`config.mk`:
```
export PLATFORM = sky130hd
export DESIGN_NAME = placement_list_parser_flat
export DESIGN_NICKNAME = d
export VERILOG_FILES = /design/src/rtl/plp_pkg.sv /design/src/rtl/plp_if.sv /design/src/rtl/placement_list_parser.sv /design/src/rtl/plp_core.sv /design/src/flat_wrapper.sv
export SDC_FILE = /design/constraint.sdc
export NUM_CORES = 1
export LEC_CHECK = 0
export BUFFER_PORTS_ARGS = -buffer_cell sky130_fd_sc_hd__buf_2
export CAP_MARGIN = 10
export CORE_MARGIN = 2
export CORE_UTILIZATION = 46
export CTS_CLUSTER_DIAMETER = 120
export DETAILED_ROUTE_END_ITERATION = 6
export GPL_ROUTABILITY_DRIVEN = 0
export GPL_TIMING_DRIVEN = 0
export REMOVE_ABC_BUFFERS = 1
export SLEW_MARGIN = 10
export SYNTH_ARGS = -nofsm -noshare
export SYNTH_HDL_FRONTEND = slang
export SYNTH_HIERARCHICAL = 1
export SYNTH_SLANG_ARGS = --single-unit
```
`constraint.sdc`:
```
create_clock -name i_clk -period 5.8 [get_ports i_clk]
set_input_delay 0.29 -clock i_clk [delete_from_list [all_inputs] [get_ports i_clk]]
set_output_delay 0.29 -clock i_clk [all_outputs]
set_load 0.01 [all_outputs]
```
`src/rtl/plp_pkg.sv`:
```
package plp_pkg;

    // Parse phases of the placement list.
    typedef enum logic [2:0] {
        PH_OBJ_FIRST  = 3'd0,
        PH_OBJ_SECOND = 3'd1,
        PH_LOC_FIRST  = 3'd2,
        PH_LOC_SECOND = 3'd3,
        PH_PACKED     = 3'd4,
        PH_CUST_FLAGS = 3'd5,
        PH_SKIP       = 3'd6,
        PH_DONE       = 3'd7
    } t_phase;

    localparam logic [14:0] CHAIN_MARK = 15'h7FFF;
    localparam logic [19:0] LOC_MAX    = 20'hFFFFF;
    localparam logic [30:0] ID_MAX     = 31'h7FFFFFFF;

    // One input transaction: a byte of the list and its end marker.
    typedef struct packed {
        logic [7:0] stream_byte;
        logic       is_final;
    } t_in_item;

    // One result transaction.
    typedef struct packed {
        logic        has_placement;
        logic [30:0] object_ident;
        logic [5:0]  local_x;
        logic [5:0]  local_y;
        logic [1:0]  plane_level;
        logic [4:0]  shape_code;
        logic [1:0]  rotation_code;
        logic        list_end;
    } t_out_item;

    // Number of customization bytes that follow a flag byte.
    function automatic logic [4:0] skip_count(input logic [7:0] f);
        logic [4:0] n;
        n = 5'd0;
        if (f[0]) n = n + 5'd8;
        if (f[1]) n = n + 5'd2;
        if (f[2]) n = n + 5'd2;
        if (f[3]) n = n + 5'd2;
        if (f[4]) begin
            n = n + 5'd2;
        end else begin
            if (f[5]) n = n + 5'd2;
            if (f[6]) n = n + 5'd2;
            if (f[7]) n = n + 5'd2;
        end
        return n;
    endfunction

endpackage

```
`src/rtl/plp_if.sv`:
```
// Input channel: one list byte per transaction.
interface plp_in_if
    import plp_pkg::*;
();
    logic     valid;
    logic     ready;
    t_in_item data;

    modport source (output valid, output data, input ready);
    modport sink   (input valid, input data, output ready);
endinterface

// Result channel: one placement or end marker per transaction.
interface plp_out_if
    import plp_pkg::*;
();
    logic      valid;
    logic      ready;
    t_out_item data;

    modport source (output valid, output data, input ready);
    modport sink   (input valid, input data, output ready);
endinterface

```
`src/rtl/placement_list_parser.sv`:
```
// Placement list parser.
// Input channel i_in carries one byte of the list per transaction, with
// is_final set on the last byte. Output channel o_res carries one result
// per placement found (on its packed shape/rotation byte, plane below 4)
// and always one result for the final byte, with list_end set.
// A byte is taken in every cycle while the output side keeps up, so the
// sustained rate is one byte per cycle. Each result is registered before
// it appears on o_res, never driven straight from its byte. The parser state is
// updated in the cycle a byte is taken; the result goes into an output
// register backed by one skid register, so i_in.ready depends only on
// registers. When the receiver stalls, the output register holds its
// transaction, one more result fills the skid register, and then
// i_in.ready drops until the receiver takes a transaction.
// Synchronous active-low reset empties both registers and returns the
// parser to the start of a list with the object id at minus one.
module placement_list_parser
    import plp_pkg::*;
(
    input  logic     i_clk,
    input  logic     i_rst_n,
    plp_in_if.sink   i_in,
    plp_out_if.source o_res
);

    logic      accept;
    logic      take;
    logic      res_valid;
    t_out_item res;

    logic      r_out_valid;
    t_out_item r_out_data;
    logic      r_skid_valid;
    t_out_item r_skid_data;

    assign i_in.ready  = !r_skid_valid;
    assign accept      = i_in.valid && !r_skid_valid;
    assign take        = r_out_valid && o_res.ready;
    assign o_res.valid = r_out_valid;
    assign o_res.data  = r_out_data;

    plp_core u_core (
        .i_clk       (i_clk),
        .i_rst_n     (i_rst_n),
        .i_accept    (accept),
        .i_item      (i_in.data),
        .o_res_valid (res_valid),
        .o_result    (res)
    );

    // Output register and skid register.
    always_ff @(posedge i_clk) begin
        if (!i_rst_n) begin
            r_out_valid  <= 1'b0;
            r_skid_valid <= 1'b0;
        end else if (take || !r_out_valid) begin
            if (r_skid_valid) begin
                r_out_valid  <= 1'b1;
                r_skid_valid <= 1'b0;
            end else begin
                r_out_valid <= accept && res_valid;
            end
        end else if (accept && res_valid) begin
            r_skid_valid <= 1'b1;
        end
    end

    // Payload moves without reset.
    always_ff @(posedge i_clk) begin
        if (take || !r_out_valid) begin
            r_out_data <= r_skid_valid ? r_skid_data : res;
        end else if (accept && res_valid) begin
            r_skid_data <= res;
        end
    end

`ifndef SYNTHESIS
    // The skid register is only used behind a full output register.
    a_skid_behind_out: assert property (@(posedge i_clk) disable iff (!i_rst_n)
        r_skid_valid |-> r_out_valid)
        else $error("skid register full while output register empty");

    // A final byte always produces a result transaction.
    a_final_result: assert property (@(posedge i_clk) disable iff (!i_rst_n)
        (accept && i_in.data.is_final) |=> r_out_valid)
        else $error("final byte produced no result");

    // A stalled result is never dropped.
    a_no_drop: assert property (@(posedge i_clk) disable iff (!i_rst_n)
        (r_out_valid && !o_res.ready) |=> r_out_valid)
        else $error("stalled result lost");
`endif

endmodule

```
`src/rtl/plp_core.sv`:
```
module plp_core
    import plp_pkg::*;
(
    input  logic      i_clk,
    input  logic      i_rst_n,
    input  logic      i_accept,
    input  t_in_item  i_item,
    output logic      o_res_valid,
    output t_out_item o_result
);

    t_phase      r_phase,  n_phase;
    logic [31:0] r_cur,    n_cur;
    logic [30:0] r_delta,  n_delta;
    logic [19:0] r_loc,    n_loc;
    logic [7:0]  r_high,   n_high;
    logic [4:0]  r_skip,   n_skip;

    logic [7:0]  b;
    logic        fin;
    logic [14:0] v;
    logic        obj_done;
    logic        loc_done;
    logic        emit;
    logic [31:0] chain_sum;
    logic [31:0] incr;
    logic [32:0] obj_sum;
    logic [20:0] loc_sum;
    logic [4:0]  skip_dec;

    assign b   = i_item.stream_byte;
    assign fin = i_item.is_final;

    // Smart value: one byte, or two bytes with the bias removed.
    assign v = (r_phase == PH_OBJ_SECOND || r_phase == PH_LOC_SECOND)
             ? {r_high[6:0], b} : {7'd0, b};

    // Accumulator arithmetic with saturation.
    assign chain_sum = {1'b0, r_delta} + {17'd0, CHAIN_MARK};
    assign incr      = {1'b0, r_delta} + {17'd0, v};
    assign obj_sum   = {r_cur[31], r_cur} + {1'b0, incr};
    assign loc_sum   = {1'b0, r_loc} + {6'd0, v} - 21'd1;
    assign skip_dec  = r_skip - {4'd0, (r_skip != 5'd0)};

    // Next-state logic for the parse phase and the accumulators.
    always_comb begin
        n_phase  = r_phase;
        n_cur    = r_cur;
        n_delta  = r_delta;
        n_loc    = r_loc;
        n_high   = r_high;
        n_skip   = r_skip;
        obj_done = 1'b0;
        loc_done = 1'b0;
        unique case (r_phase)
            PH_OBJ_FIRST: begin
                if (b[7]) begin
                    n_high  = b;
                    n_phase = PH_OBJ_SECOND;
                end else begin
                    obj_done = 1'b1;
                end
            end
            PH_LOC_FIRST: begin
                if (b[7]) begin
                    n_high  = b;
                    n_phase = PH_LOC_SECOND;
                end else begin
                    loc_done = 1'b1;
                end
            end
            PH_OBJ_SECOND: obj_done = 1'b1;
            PH_LOC_SECOND: loc_done = 1'b1;
            PH_PACKED: begin
                n_phase = b[7] ? PH_CUST_FLAGS : PH_LOC_FIRST;
            end
            PH_CUST_FLAGS: begin
                n_skip  = skip_count(b);
                n_phase = (skip_count(b) == 5'd0) ? PH_LOC_FIRST : PH_SKIP;
            end
            PH_SKIP: begin
                n_skip = skip_dec;
                if (skip_dec == 5'd0) n_phase = PH_LOC_FIRST;
            end
            PH_DONE: n_phase = PH_DONE;
        endcase

        // A completed object delta either chains, ends the list or opens a group.
        if (obj_done) begin
            if (v == CHAIN_MARK) begin
                n_delta = chain_sum[31] ? ID_MAX : chain_sum[30:0];
                n_phase = PH_OBJ_FIRST;
            end else begin
                n_delta = 31'd0;
                if (incr == 32'd0) begin
                    n_phase = PH_DONE;
                end else begin
                    n_cur   = (obj_sum[32:31] != 2'b00) ? {1'b0, ID_MAX} : obj_sum[31:0];
                    n_loc   = 20'd0;
                    n_phase = PH_LOC_FIRST;
                end
            end
        end

        // A completed location step closes the group or moves the location.
        if (loc_done) begin
            if (v == 15'd0) begin
                n_phase = PH_OBJ_FIRST;
            end else begin
                n_loc   = loc_sum[20] ? LOC_MAX : loc_sum[19:0];
                n_phase = PH_PACKED;
            end
        end

        // The final byte returns everything to its reset values.
        if (fin) begin
            n_phase = PH_OBJ_FIRST;
            n_cur   = '1;
            n_delta = 31'd0;
            n_loc   = 20'd0;
            n_high  = 8'd0;
            n_skip  = 5'd0;
        end
    end

    // Result for the byte being taken.
    always_comb begin
        emit     = (r_phase == PH_PACKED) && (r_loc[19:14] == 6'd0);
        o_result = '0;
        if (emit) begin
            o_result.has_placement = 1'b1;
            o_result.object_ident  = r_cur[30:0];
            o_result.local_x       = r_loc[11:6];
            o_result.local_y       = r_loc[5:0];
            o_result.plane_level   = r_loc[13:12];
            o_result.shape_code    = b[6:2];
            o_result.rotation_code = b[1:0];
        end
        o_result.list_end = fin;
        o_res_valid       = emit || fin;
    end

    // Parser state registers, updated on each accepted transaction.
    always_ff @(posedge i_clk) begin
        if (!i_rst_n) begin
            r_phase <= PH_OBJ_FIRST;
            r_cur   <= '1;
            r_delta <= 31'd0;
            r_loc   <= 20'd0;
            r_high  <= 8'd0;
            r_skip  <= 5'd0;
        end else if (i_accept) begin
            r_phase <= n_phase;
            r_cur   <= n_cur;
            r_delta <= n_delta;
            r_loc   <= n_loc;
            r_high  <= n_high;
            r_skip  <= n_skip;
        end
    end

`ifndef SYNTHESIS
    // The object id is either the start value or a valid nonnegative id.
    a_cur_range: assert property (@(posedge i_clk) disable iff (!i_rst_n)
        r_cur[31] |-> (r_cur == 32'hFFFFFFFF))
        else $error("object id left its legal range");

    // The skip phase always has bytes left to skip.
    a_skip_nonzero: assert property (@(posedge i_clk) disable iff (!i_rst_n)
        (r_phase == PH_SKIP) |-> (r_skip != 5'd0))
        else $error("skip phase with empty count");

    // After the final byte the parser is back at the start of a list.
    a_final_restart: assert property (@(posedge i_clk) disable iff (!i_rst_n)
        (i_accept && fin) |=> (r_phase == PH_OBJ_FIRST && r_delta == 31'd0))
        else $error("parser not restarted after final byte");
`endif

endmodule

```
`src/flat_wrapper.sv`:
```
// flat-port wrapper written by rule: the top's interface ports become plain ports
module placement_list_parser_flat import plp_pkg::*;
  (i_clk, i_rst_n, i_in_valid, i_in_data, i_in_ready, o_res_valid, o_res_data, o_res_ready);
  plp_in_if i_in_i ();
  plp_out_if o_res_i ();
  input  logic i_clk;
  input  logic i_rst_n;
  input wire logic [$bits(i_in_i.valid)-1:0] i_in_valid;
  input wire logic [$bits(i_in_i.data)-1:0] i_in_data;
  output wire logic [$bits(i_in_i.ready)-1:0] i_in_ready;
  output wire logic [$bits(o_res_i.valid)-1:0] o_res_valid;
  output wire logic [$bits(o_res_i.data)-1:0] o_res_data;
  input wire logic [$bits(o_res_i.ready)-1:0] o_res_ready;
  assign i_in_i.valid = i_in_valid;
  assign i_in_i.data = i_in_data;
  assign i_in_ready = i_in_i.ready;
  assign o_res_valid = o_res_i.valid;
  assign o_res_data = o_res_i.data;
  assign o_res_i.ready = o_res_ready;
  placement_list_parser u_core (.i_clk(i_clk), .i_rst_n(i_rst_n), .i_in(i_in_i), .o_res(o_res_i));
endmodule
```
==> results of run 1 <==
tightest hold or removal path: cells and delay by family:
family | cells | cell delay, ns
buf+inv | 1 | 0.09
compound gates | 2 | 0.20
timing repair:
action	in CTS	in global routing
buffers inserted	1	11
cloned	1	0
setup endpoints to repair	31	31
pin swaps	2	4
hold buffers	0	0
resized for setup	11	7
final cells by class:
cell class                 count  area [um2]  area share
timing repair buffer          93         617      0.0391
sequential                   208        5250       0.333
tap                          390         488      0.0309
clock inverter                12         240      0.0152
clock buffer                  32         672      0.0426
multi-input combinational   1111        8150       0.516
inverter                      96         360      0.0228
synthesized netlist by cell type, drive strengths merged (4+ instances only):
master   count
edfxtp     108
a21oi      107
dfxtp      100
o21ai       97
inv         96
ha          87
nand2       85
nor2        71
clkbuf      68
and2        59
mux2        57
xnor2       55
nand3       46
nand3b      37
nor2b       35
xor2        35
o31a        32
nor3        29
a21o        27
a31oi       23
a22oi       20
buf         18
a21boi      16
or3         16
nand2b      14
nor4        14
o21a        14
nand4       11
or2         11
o2111ai     10
and3         9
a211oi       7
o211ai       7
o221a        7
o21bai       6
a221oi       4
a311oi       4
a41oi        4
and4         4
o221ai       4
o311a        4
cell families (layout without fill, tap and decap cells):
logic type	count (synthesis)	after routing	share of synthesized area
buffers and inverters	182	233	0.0545
adders and majority gates	91	91	0.0827
xor gates and xnor gates	90	90	0.0563
muxes	60	60	0.0582
and+or+nand+nor	454	455	0.175
AOI/OAI and AO/OA	415	415	0.198
DFF	208	208	0.375
final timing paths:
| check | start | endpoint | slack (ns) | cells past startpoint |
|---|---|---|---|---|
| hold / removal | i_in_valid | u_core/o_res.valid$_SDFFE_PN0P_ | 0.09 | 3 |
| setup / recovery | u_core/u_core/r_delta[0]$_SDFFE_PN0P_ | u_core/u_core/r_cur[19]$_SDFFE_PN1P_ | 0.29 | 24 |
| setup reg to reg | u_core/u_core/r_delta[0]$_SDFFE_PN0P_ | u_core/u_core/r_cur[19]$_SDFFE_PN1P_ | 0.29 | 24 |
| hold reg to reg | u_core/u_core/r_loc[10]$_SDFFE_PN0P_ | u_core/u_core/r_loc[10]$_SDFFE_PN0P_ | 0.49 | 2 |
power groups by stage:
stage               Combinational [uW]  Sequential [uW]  Clock, uW
finish                            1750             1700       1740
global route                      1940             1710       1830
CTS                               1610             1700       1780
detailed placement                1510             1730          0
global placement                  1470             1730          0
floorplan                         1170             1720          0
per-layer routing:
layer | vias to the layer above | global-route usage | wire length, um
li1 | 5563 | - | -
met1 | 5369 | 0.323 | 17200
met2 | 261 | 0.332 | 14800
met3 | 30 | 0.0224 | 1600
met4 | 0 | 0.0505 | 547
met5 | - | 0 | 0
metrics by stage:
| stage | utilization | cells | total power [uW] | setup TNS [ns] |
|---|---|---|---|---|
| 3_5_place_dp | 0.492 | 1885 | 3240 | -23.12 |
| 5_1_grt | 0.530 | 1942 | 5480 | -0.885 |
| 2_1_floorplan | - | 1414 | 2890 | 0 |
| 4_1_cts | 0.525 | 1931 | 5090 | 0 |
| 6_report | 0.530 | 1942 | 5190 | 0 |
| 3_3_place_gp | 0.484 | 1872 | 3200 | -392.23 |
sequential cells by signal, indices dropped and copies added (netlist names):
signal and count:
u_core/o_res.data 54, u_core/o_res.valid 1, u_core/r_skid_data 54, u_core/r_skid_valid 1
u_core/u_core/r_cur 32, u_core/u_core/r_delta 31, u_core/u_core/r_high 7, u_core/u_core/r_loc 20
u_core/u_core/r_phase 3, u_core/u_core/r_skip 5
==> flow_summary.yaml, run 1 <==
global_routing:
  grt_antenna_before_repair: 0
  grt_util_all_layers: 0.216
  grt_max_degree: 57
  grt_pass1_wl_um: 55700
  grt_pass1_vias: 10500
  overflow: 0
finish:
  fillers: 2768
  fin_area_mm2: 0.0158
  syn2layout_area_growth_pct: 12.7
  final_common_cell: "edfxtp_1"
  finalNetCount: 1637
  diodes: 0
  drive_gt1_frac: 0.157
  final_cell_mix: "edfxtp_1, a21oi_1, dfxtp_1"
timing:
  slew-limit-headroom: 0.286
  final-hold-violation-count: 0
  finClkSkew_ns: 0.0202
  tightestPinTransition_ns: 1.07
  period_share: 0.949
  layout_min_cycle_time_ns: 5.51
  hold_ws_ns: 0.0904
  fmax_mhz: 182
  layout_setup_ws_ns: 0.293
  slew_violations: 0
  setup_viol: 0
setup_path:
  critical_path_required_ns: 6.20
  crit_family: "compound AO/OA/AOI/OAI gates"
  crit_chain: "ha_1 > inv_1 > fa_1 > nor2b_1 > o31a_1 > o221ai_2 > nand3_2 > buf_4 > a31oi_2 > o21a_1 > or2_2 > ha_1 > o21a_1 > o21a_1 > o21ai_0 > a21oi_1 > o21ai_0 > a31oi_1 > and4_1 > a21oi_1 > xor2_2 > buf_4 > nand3_4 > o31a_1"
  worst-path-buf-inv: 3
  crit_fanout: 16
  cp.arrival_ns: 5.91
  cpPeakStageDelay_ns: 0.40
  worstSetupPathType: "flip-flop to flip-flop"
  crit_path_end_kind: "flip-flop"
  cpMostUsedCell: "o21a_1"
  cp_slowest_cell: "dfxtp_1"
  worst_setup_path_start_kind: "flip-flop"
floorplanning:
  core_mm2: 0.0298
  initial_core_util: 0.470
  rows: 63
  die_width_um: 178
  die-area_mm2: 0.0319
  io_pins: 69
  dieHeight_um: 178
power_and_ir_drop:
  power_frac_clock: 0.336
  vdd_drop_max_mv: 0.259
  combPwrFrac: 0.337
  seq_power_share: 0.327
  leakagePower_uw: 0.00644
  powerDensity_mw_per_mm2: 329
  p_int_uw: 3540
  sw_frac_of_total: 0.319
  p_sw_uw: 1650
synthesis:
  ys.flop_type: "edfxtp_1"
  synth_edf_count: 108
  yosysTopAreaCellShare: 0.232
  syn_avg_cell_area_um2: 9.33
  ys_types: 83
  synth.area.top_cells: "edfxtp_1, dfxtp_1, ha_1"
  synthesis.area_mm2: 0.0140
  ys_warn_count: 6
  yosysSeqAreaShare: 0.375
  syn_inst: 1500
  synth.largest_area_cell: "edfxtp_1"
  ys_ff_latch: 208
  synthArstFlopShare: 0
clocking:
  numCtsBuffers: 24
  htree_levels: 1
  cts-root-buf: "clkbuf_16"
  clock_sink_count: 208
  clockBufferDepth: 3
  insertion_delay_ns: 0.53
  cts_tree: "yes"
  path_clk_slew_ns: 0.06
place:
  port_buffers: 68
  placed_cell_area_mm2: 0.0147
  place_ws_ns: -0.758
  dp_hpwl_um: 24200
drt:
  via_per_inst: 5.78
  drt_iter0_markers: 870
  wire_per_inst_um: 17.6
  drtPass1Iterations: 5
  vias: 11200
  ant_nets: 0
  wl_um: 34200
  drc_errors: 0
worst_hold_path:
  hp-class: "input port to flip-flop"
outcome:
  status: "complete, no violations"
flow_run:
  maxCapViolCount: 0
Power figures use the tool's default switching activity.
==> inputs of run 2 (changes only) <==
--- a/config.mk
+++ b/config.mk
@@ -17,5 +17,4 @@
 export SLEW_MARGIN = 10
 export SYNTH_ARGS = -nofsm -noshare
 export SYNTH_HDL_FRONTEND = slang
-export SYNTH_HIERARCHICAL = 1
 export SYNTH_SLANG_ARGS = --single-unit
==> flow_summary.yaml, run 2 <==
clocking:
  numCtsBuffers: 24
  cts-root-buf: "clkbuf_16"
  cts_tree: "yes"
  clock_sink_count: 208
  htree_levels: 1
  holdBufCountCts: 0
  clockBufferDepth: 3
  insertion_delay_ns: 0.52
  path_clk_slew_ns: 0.06
finish:
  diodes: 0
  finalNetCount: 1721
  final_cells: 2026
  syn2layout_area_growth_pct: 11.9
  final_common_cell: "nor2_1"
  final_cell_mix: "nor2_1, nand2_1, a21oi_1"
  drive_gt1_frac: 0.132
synthesis:
  synth_adder_area_share: 0.0825
  yosysSeqAreaShare: 0.377
  synth.area.top_cells: "edfxtp_1, dfxtp_1, ha_1"
  synthArstFlopShare: 0
  synth_top_family_by_area: "simple AND/OR/NAND/NOR gates"
  synthSimpleGateAreaFrac: 0.189
  yosys.area_share.xor_xnor: 0.0554
  synth_common_cells: "nor2_1, a21oi_1, nand2_1"
  synthesis.area_mm2: 0.0139
  syn_inst: 1580
  yosysMostFrequentCell: "nor2_1"
  synth_compound_area_frac: 0.174
  ys_warn_count: 0
  syn_avg_cell_area_um2: 8.81
  ys_ff_latch: 208
  yosysTopAreaCellShare: 0.233
  ys_types: 80
  synthMuxAreaShare: 0.0712
  ys.flop_type: "edfxtp_1"
  synth.largest_area_cell: "edfxtp_1"
  synth_edf_count: 108
flow_run:
  maxCapViolCount: 0
setup_path:
  cp.arrival_ns: 5.98
  r2r_end: "u_core.u_core.r_cur[18]$_SDFFE_PN1P_"
  worst_setup_path_start_kind: "flip-flop"
  r2r-start: "u_core.u_core.r_phase[0]$_SDFFE_PN0P_"
  worstSetupPathType: "flip-flop to flip-flop"
  crit_fanout: 15
  rr_worst_depth: 21
  critical_path_required_ns: 6.17
  rrSetupSlack_ns: 0.20
  crit_path_end_kind: "flip-flop"
timing:
  layout_min_cycle_time_ns: 5.60
  slew_violations: 0
  period_share: 0.966
  slew-limit-headroom: 0.198
  hold_ws_ns: 0.146
  finClkSkew_ns: 0.00819
  setup_viol: 0
  tightestPinTransition_ns: 1.20
  fmax_mhz: 178
  layout_setup_ws_ns: 0.196
  final-hold-violation-count: 0
drt:
  wire_per_inst_um: 17.0
  drt_iter0_markers: 917
  drc_errors: 0
  ant_nets: 0
  via_per_inst: 5.70
  wl_um: 34400
  vias: 11600
  drtPass1Iterations: 5
place:
  dp_hpwl_um: 24300
  place_ws_ns: -0.882
  port_buffers: 68
  dp.cells: 1972
floorplanning:
  die_width_um: 178
  initial_core_util: 0.469
  dieHeight_um: 178
  io_pins: 69
  core_mm2: 0.0297
  die-area_mm2: 0.0317
  rows: 63
worst_hold_path:
  hp-start: "i_in_data[2]"
  whs_path_depth: 3
  holdPathEnd: "u_core.u_core.r_high[1]$_SDFFE_PN0P_"
  hp-class: "input port to flip-flop"
global_routing:
  grt_max_degree: 79
  overflow: 0
  grt_antenna_before_repair: 0
  grt_pass1_vias: 10800
  grt_pass1_wl_um: 56400
  grt_util_all_layers: 0.220
power_and_ir_drop:
  leakagePower_uw: 0.00653
  powerDensity_mw_per_mm2: 284
  finalPower_uw: 4430
  vdd_drop_max_mv: 0.177
outcome:
  status: "complete, no violations"
-- run 2: where the power goes --
group | leakage (uW) | switching [uW] | internal (uW)
clock network | 0.000401 | 601 | 1010
registers | 0.00190 | 47.2 | 1620
logic | 0.00423 | 653 | 507
total | 0.00653 | 1300 | 3130
-- run 2: area by class of cell --
type	instances	area (um2)
clock buffer	32	652
sequential	208	5250
inverter	99	377
tap	390	488
clock inverter	12	183
timing repair buffer	90	538
fill	2764	14100
multi-input combinational	1195	8100
-- run 2: logic make-up after synthesis --
logic type      after synthesis
flops                       208
xor+xnor                     88
mux                          92
compound gates              387
fa+ha+maj                    90
simple gates                537
buf+inv                     178
-- run 2: worst max path at each step --
| stage | from | to | slack, ns | depth (start not counted) |
|---|---|---|---|---|
| after floorplan | u_core.u_core.r_phase[2]$_SDFFE_PN0P_ | u_core.r_skid_data[0]$_DFFE_PP_ | -1.93 | 6 |
| after global placement | u_core.u_core.r_phase[2]$_SDFFE_PN0P_ | u_core.r_skid_data[50]$_DFFE_PP_ | -7.63 | 6 |
| after detailed placement | u_core.u_core.r_phase[0]$_SDFFE_PN0P_ | u_core.u_core.r_cur[29]$_SDFFE_PN1P_ | -0.88 | 20 |
| after CTS | u_core.u_core.r_phase[0]$_SDFFE_PN0P_ | u_core.u_core.r_cur[18]$_SDFFE_PN1P_ | 0.07 | 21 |
| after global routing | u_core.u_core.r_delta[0]$_SDFFE_PN0P_ | u_core.u_core.r_cur[18]$_SDFFE_PN1P_ | -0.02 | 20 |
| final | u_core.u_core.r_phase[0]$_SDFFE_PN0P_ | u_core.u_core.r_cur[18]$_SDFFE_PN1P_ | 0.20 | 21 |
-- run 2: worst max-delay path, cell delays in order, from the launching register on --
cell and delay [ns]:
dfxtp_4 0.40, nor2b_4 0.16, nand2_1 0.15, inv_1 0.07, ha_2 0.39, inv_1 0.07, or3_1 0.42, or3_1 0.43
a21oi_1 0.22, xor2_1 0.31, ha_2 0.39, and3_1 0.22, a221oi_4 0.31, o21a_1 0.19, a311oi_1 0.08, o31a_1 0.38
a221oi_2 0.28, xnor2_1 0.16, a311o_2 0.39, buf_12 0.17, nor3_1 0.20, mux2i_1 0.09
-- run 2: metrics by stage --
stage,cell area (um2),util,setup TNS [ns]
floorplan,13600,-,-104.36
global placement,14400,0.485,-651.25
detailed placement,14600,0.491,-20.60
CTS,15500,0.521,0
global route,15600,0.524,-0.0225
finish,15600,0.524,0
-- run 2: timing repair --
item,CTS,global route
cloned,1,0
buffers inserted,2,5
setup endpoints to repair,31,31
endpoints found under the hold margin,0,0
pin swaps,1,3
gates resized for setup,6,8
-- run 2: routing by layer --
metal	global-route usage	routed length, um
met1	0.330	17300
met2	0.336	14400
met3	0.0288	2150
met4	0.0471	559
met5	0	0
==> inputs of run 3 (changes only) <==
--- a/config.mk
+++ b/config.mk
@@ -13,7 +13,7 @@
 export DETAILED_ROUTE_END_ITERATION = 6
 export GPL_ROUTABILITY_DRIVEN = 0
 export GPL_TIMING_DRIVEN = 0
-export REMOVE_ABC_BUFFERS = 1
+export MAX_ROUTING_LAYER = met4
 export SLEW_MARGIN = 10
 export SYNTH_ARGS = -nofsm -noshare
 export SYNTH_HDL_FRONTEND = slang
==> constraint.sdc (replaced) <==
create_clock -name i_clk -period 6.03 [get_ports i_clk]
set_input_delay 0.3015 -clock i_clk [delete_from_list [all_inputs] [get_ports i_clk]]
set_output_delay 0.3015 -clock i_clk [all_outputs]
set_load 0.01 [all_outputs]
==> flow_summary.yaml, run 3 (synthesis results as in run 2) <==
clocking:
  clock_sink_count: 208
  insertion_delay_ns: 0.51
  cts_tree: "yes"
  htree_levels: 1
  numCtsBuffers: 23
  cts-root-buf: "clkbuf_16"
  path_clk_slew_ns: 0.06
  holdBufCountCts: 0
  clockBufferDepth: 3
floorplanning:
  io_pins: 69
  die-area_mm2: 0.0317
  rows: 63
  core_mm2: 0.0297
  die_width_um: 178
  initial_core_util: 0.469
  dieHeight_um: 178
drt:
  drt_iter0_markers: 850
  wire_per_inst_um: 17.5
  via_per_inst: 5.69
  ant_nets: 0
  drtPass1Iterations: 5
  drc_errors: 0
  vias: 11900
  wl_um: 36600
setup_path:
  r2r_end: "u_core.u_core.r_cur[13]$_SDFFE_PN1P_"
  cp.arrival_ns: 6.13
  worst_setup_path_start_kind: "flip-flop"
  crit_fanout: 10
  crit_path_end_kind: "flip-flop"
  r2r-start: "u_core.u_core.r_delta[0]$_SDFFE_PN0P_"
  rrSetupSlack_ns: 0.29
  critical_path_required_ns: 6.42
  worstSetupPathType: "flip-flop to flip-flop"
  rr_worst_depth: 20
timing:
  tns_ns: 0
  slew-limit-headroom: 0.404
  hold_ws_ns: 0.0902
  fmax_mhz: 174
  period_share: 0.952
  finClkSkew_ns: 0.0135
  tightestPinTransition_ns: 0.887
  rsz0062_at_grt: "false"
  slew_violations: 0
  layout_min_cycle_time_ns: 5.74
  setup_viol: 0
  final-hold-violation-count: 0
power_and_ir_drop:
  vdd_drop_max_mv: 0.167
  powerDensity_mw_per_mm2: 255
  leakagePower_uw: 0.00654
finish:
  regArea_mm2: 0.00525
  drive_gt1_frac: 0.122
  multi_input_area_mm2: 0.00806
  fin_util: 0.526
  final_common_cell: "nor2_1"
  syn2layout_area_growth_pct: 12.3
  final_cells: 2086
  fillers: 2828
  finalNetCount: 1783
  final_cell_mix: "nor2_1, nand2_1, a21oi_1"
synthesis:
  syn-num-nets: 1683
worst_hold_path:
  hp-start: "i_in_data[0]"
  whs_path_depth: 1
  hp-class: "input port to flip-flop"
  holdPathEnd: "u_core.r_skid_data[0]$_DFFE_PP_"
global_routing:
  grt_pass1_vias: 10800
  overflow: 0
  grt_antenna_before_repair: 1
  grt_util_all_layers: 0.236
  grt_pass1_wl_um: 57700
  grt_max_degree: 55
flow_run:
  maxCapViolCount: 0
outcome:
  status: "complete, no violations"
place:
  dp.cells: 2045
  dp_hpwl_um: 27700
  port_buffers: 67
==> run 3: changes by cell type in the layout (fill, tap and decap cells not counted), moves of 3 or more <==
cell       delta
buf_1         +4
buf_2         +8
buf_4         -8
buf_6         +3
bufinv_16     -3
clkbuf_1     +59
clkinv_2      +3
==> run 3: stage by stage <==
step | worst slack (ns) | power, uW | area [um2]
after floorplan | 0.0228 | 2420 | 13900
after global placement | -3.48 | 2640 | 14700
after detailed placement | -0.123 | 2660 | 14900
after CTS | 0.0844 | 4010 | 15600
after global routing | 0.0255 | 4200 | 15600
final | 0.292 | 3980 | 15600
==> run 3: worst max-delay path: stages (launching register included) <==
cell	delay, ns
dfxtp_1	0.43
ha_1	0.29
fa_1	0.43
a211oi_2	0.33
o31ai_4	0.14
o31ai_4	0.37
nor3_1	0.15
o21ai_1	0.38
xnor2_2	0.18
ha_1	0.31
and3_1	0.26
a221oi_4	0.29
o21a_1	0.19
a311oi_1	0.08
o31a_1	0.37
a221oi_1	0.33
xnor2_1	0.10
a311o_1	0.42
buf_2	0.24
nor3b_1	0.22
mux2i_1	0.10
==> run 3: repair_timing <==
item	4_1_cts	5_1_grt
pin swaps	0	1
gates resized for setup	3	11
setup buffers	0	0
endpoints found under the setup margin	21	31
==> run 3: worst max path at each step <==
stage | startpoint | endpoint | slack [ns] | cells past startpoint
detailed placement | i_in_data[3] | u_core.u_core.r_cur[26]$_SDFFE_PN1P_ | -0.12 | 21
floorplan | u_core.o_res.valid$_SDFFE_PN0P_ | u_core.r_skid_data[0]$_DFFE_PP_ | 0.02 | 2
CTS | u_core.u_core.r_phase[0]$_SDFFE_PN0P_ | u_core.u_core.r_cur[13]$_SDFFE_PN1P_ | 0.08 | 22
finish | u_core.u_core.r_delta[0]$_SDFFE_PN0P_ | u_core.u_core.r_cur[13]$_SDFFE_PN1P_ | 0.29 | 20
global placement | u_core.u_core.r_loc[19]$_SDFFE_PN0P_ | u_core.r_skid_data[51]$_DFFE_PP_ | -3.48 | 7
global route | u_core.u_core.r_delta[0]$_SDFFE_PN0P_ | u_core.u_core.r_cur[13]$_SDFFE_PN1P_ | 0.03 | 20
==> run 3: area by class of cell <==
class / count / share of cell area
tap: 390 / 0.0312
timing repair buffer: 75 / 0.0267
multi-input combinational: 1194 / 0.516
antenna: 1 / 0.000160
clock buffer: 30 / 0.0385
buffer: 79 / 0.0219
inverter: 99 / 0.0238
clock inverter: 10 / 0.00664
sequential: 208 / 0.336
==> run 3: power by group <==
group          total (uW)  switching [uW]  internal [uW]  leakage, uW
logic                1040             599            443      0.00430
clock network        1350             559            786     0.000341
registers            1600            43.3           1550      0.00190
total                3980            1200           2780      0.00654
==> run 3: layer usage <==
metal / up-vias / global-route usage / part of all wire / wire, um
li1: 5907 / - / - / -
met1: 5571 / 0.343 / 0.49 / 17900
met2: 332 / 0.344 / 0.42 / 15500
met3: 58 / 0.0318 / 0.062 / 2290
met4: 0 / 0.0642 / 0.025 / 922
met5: - / - / 0 / 0
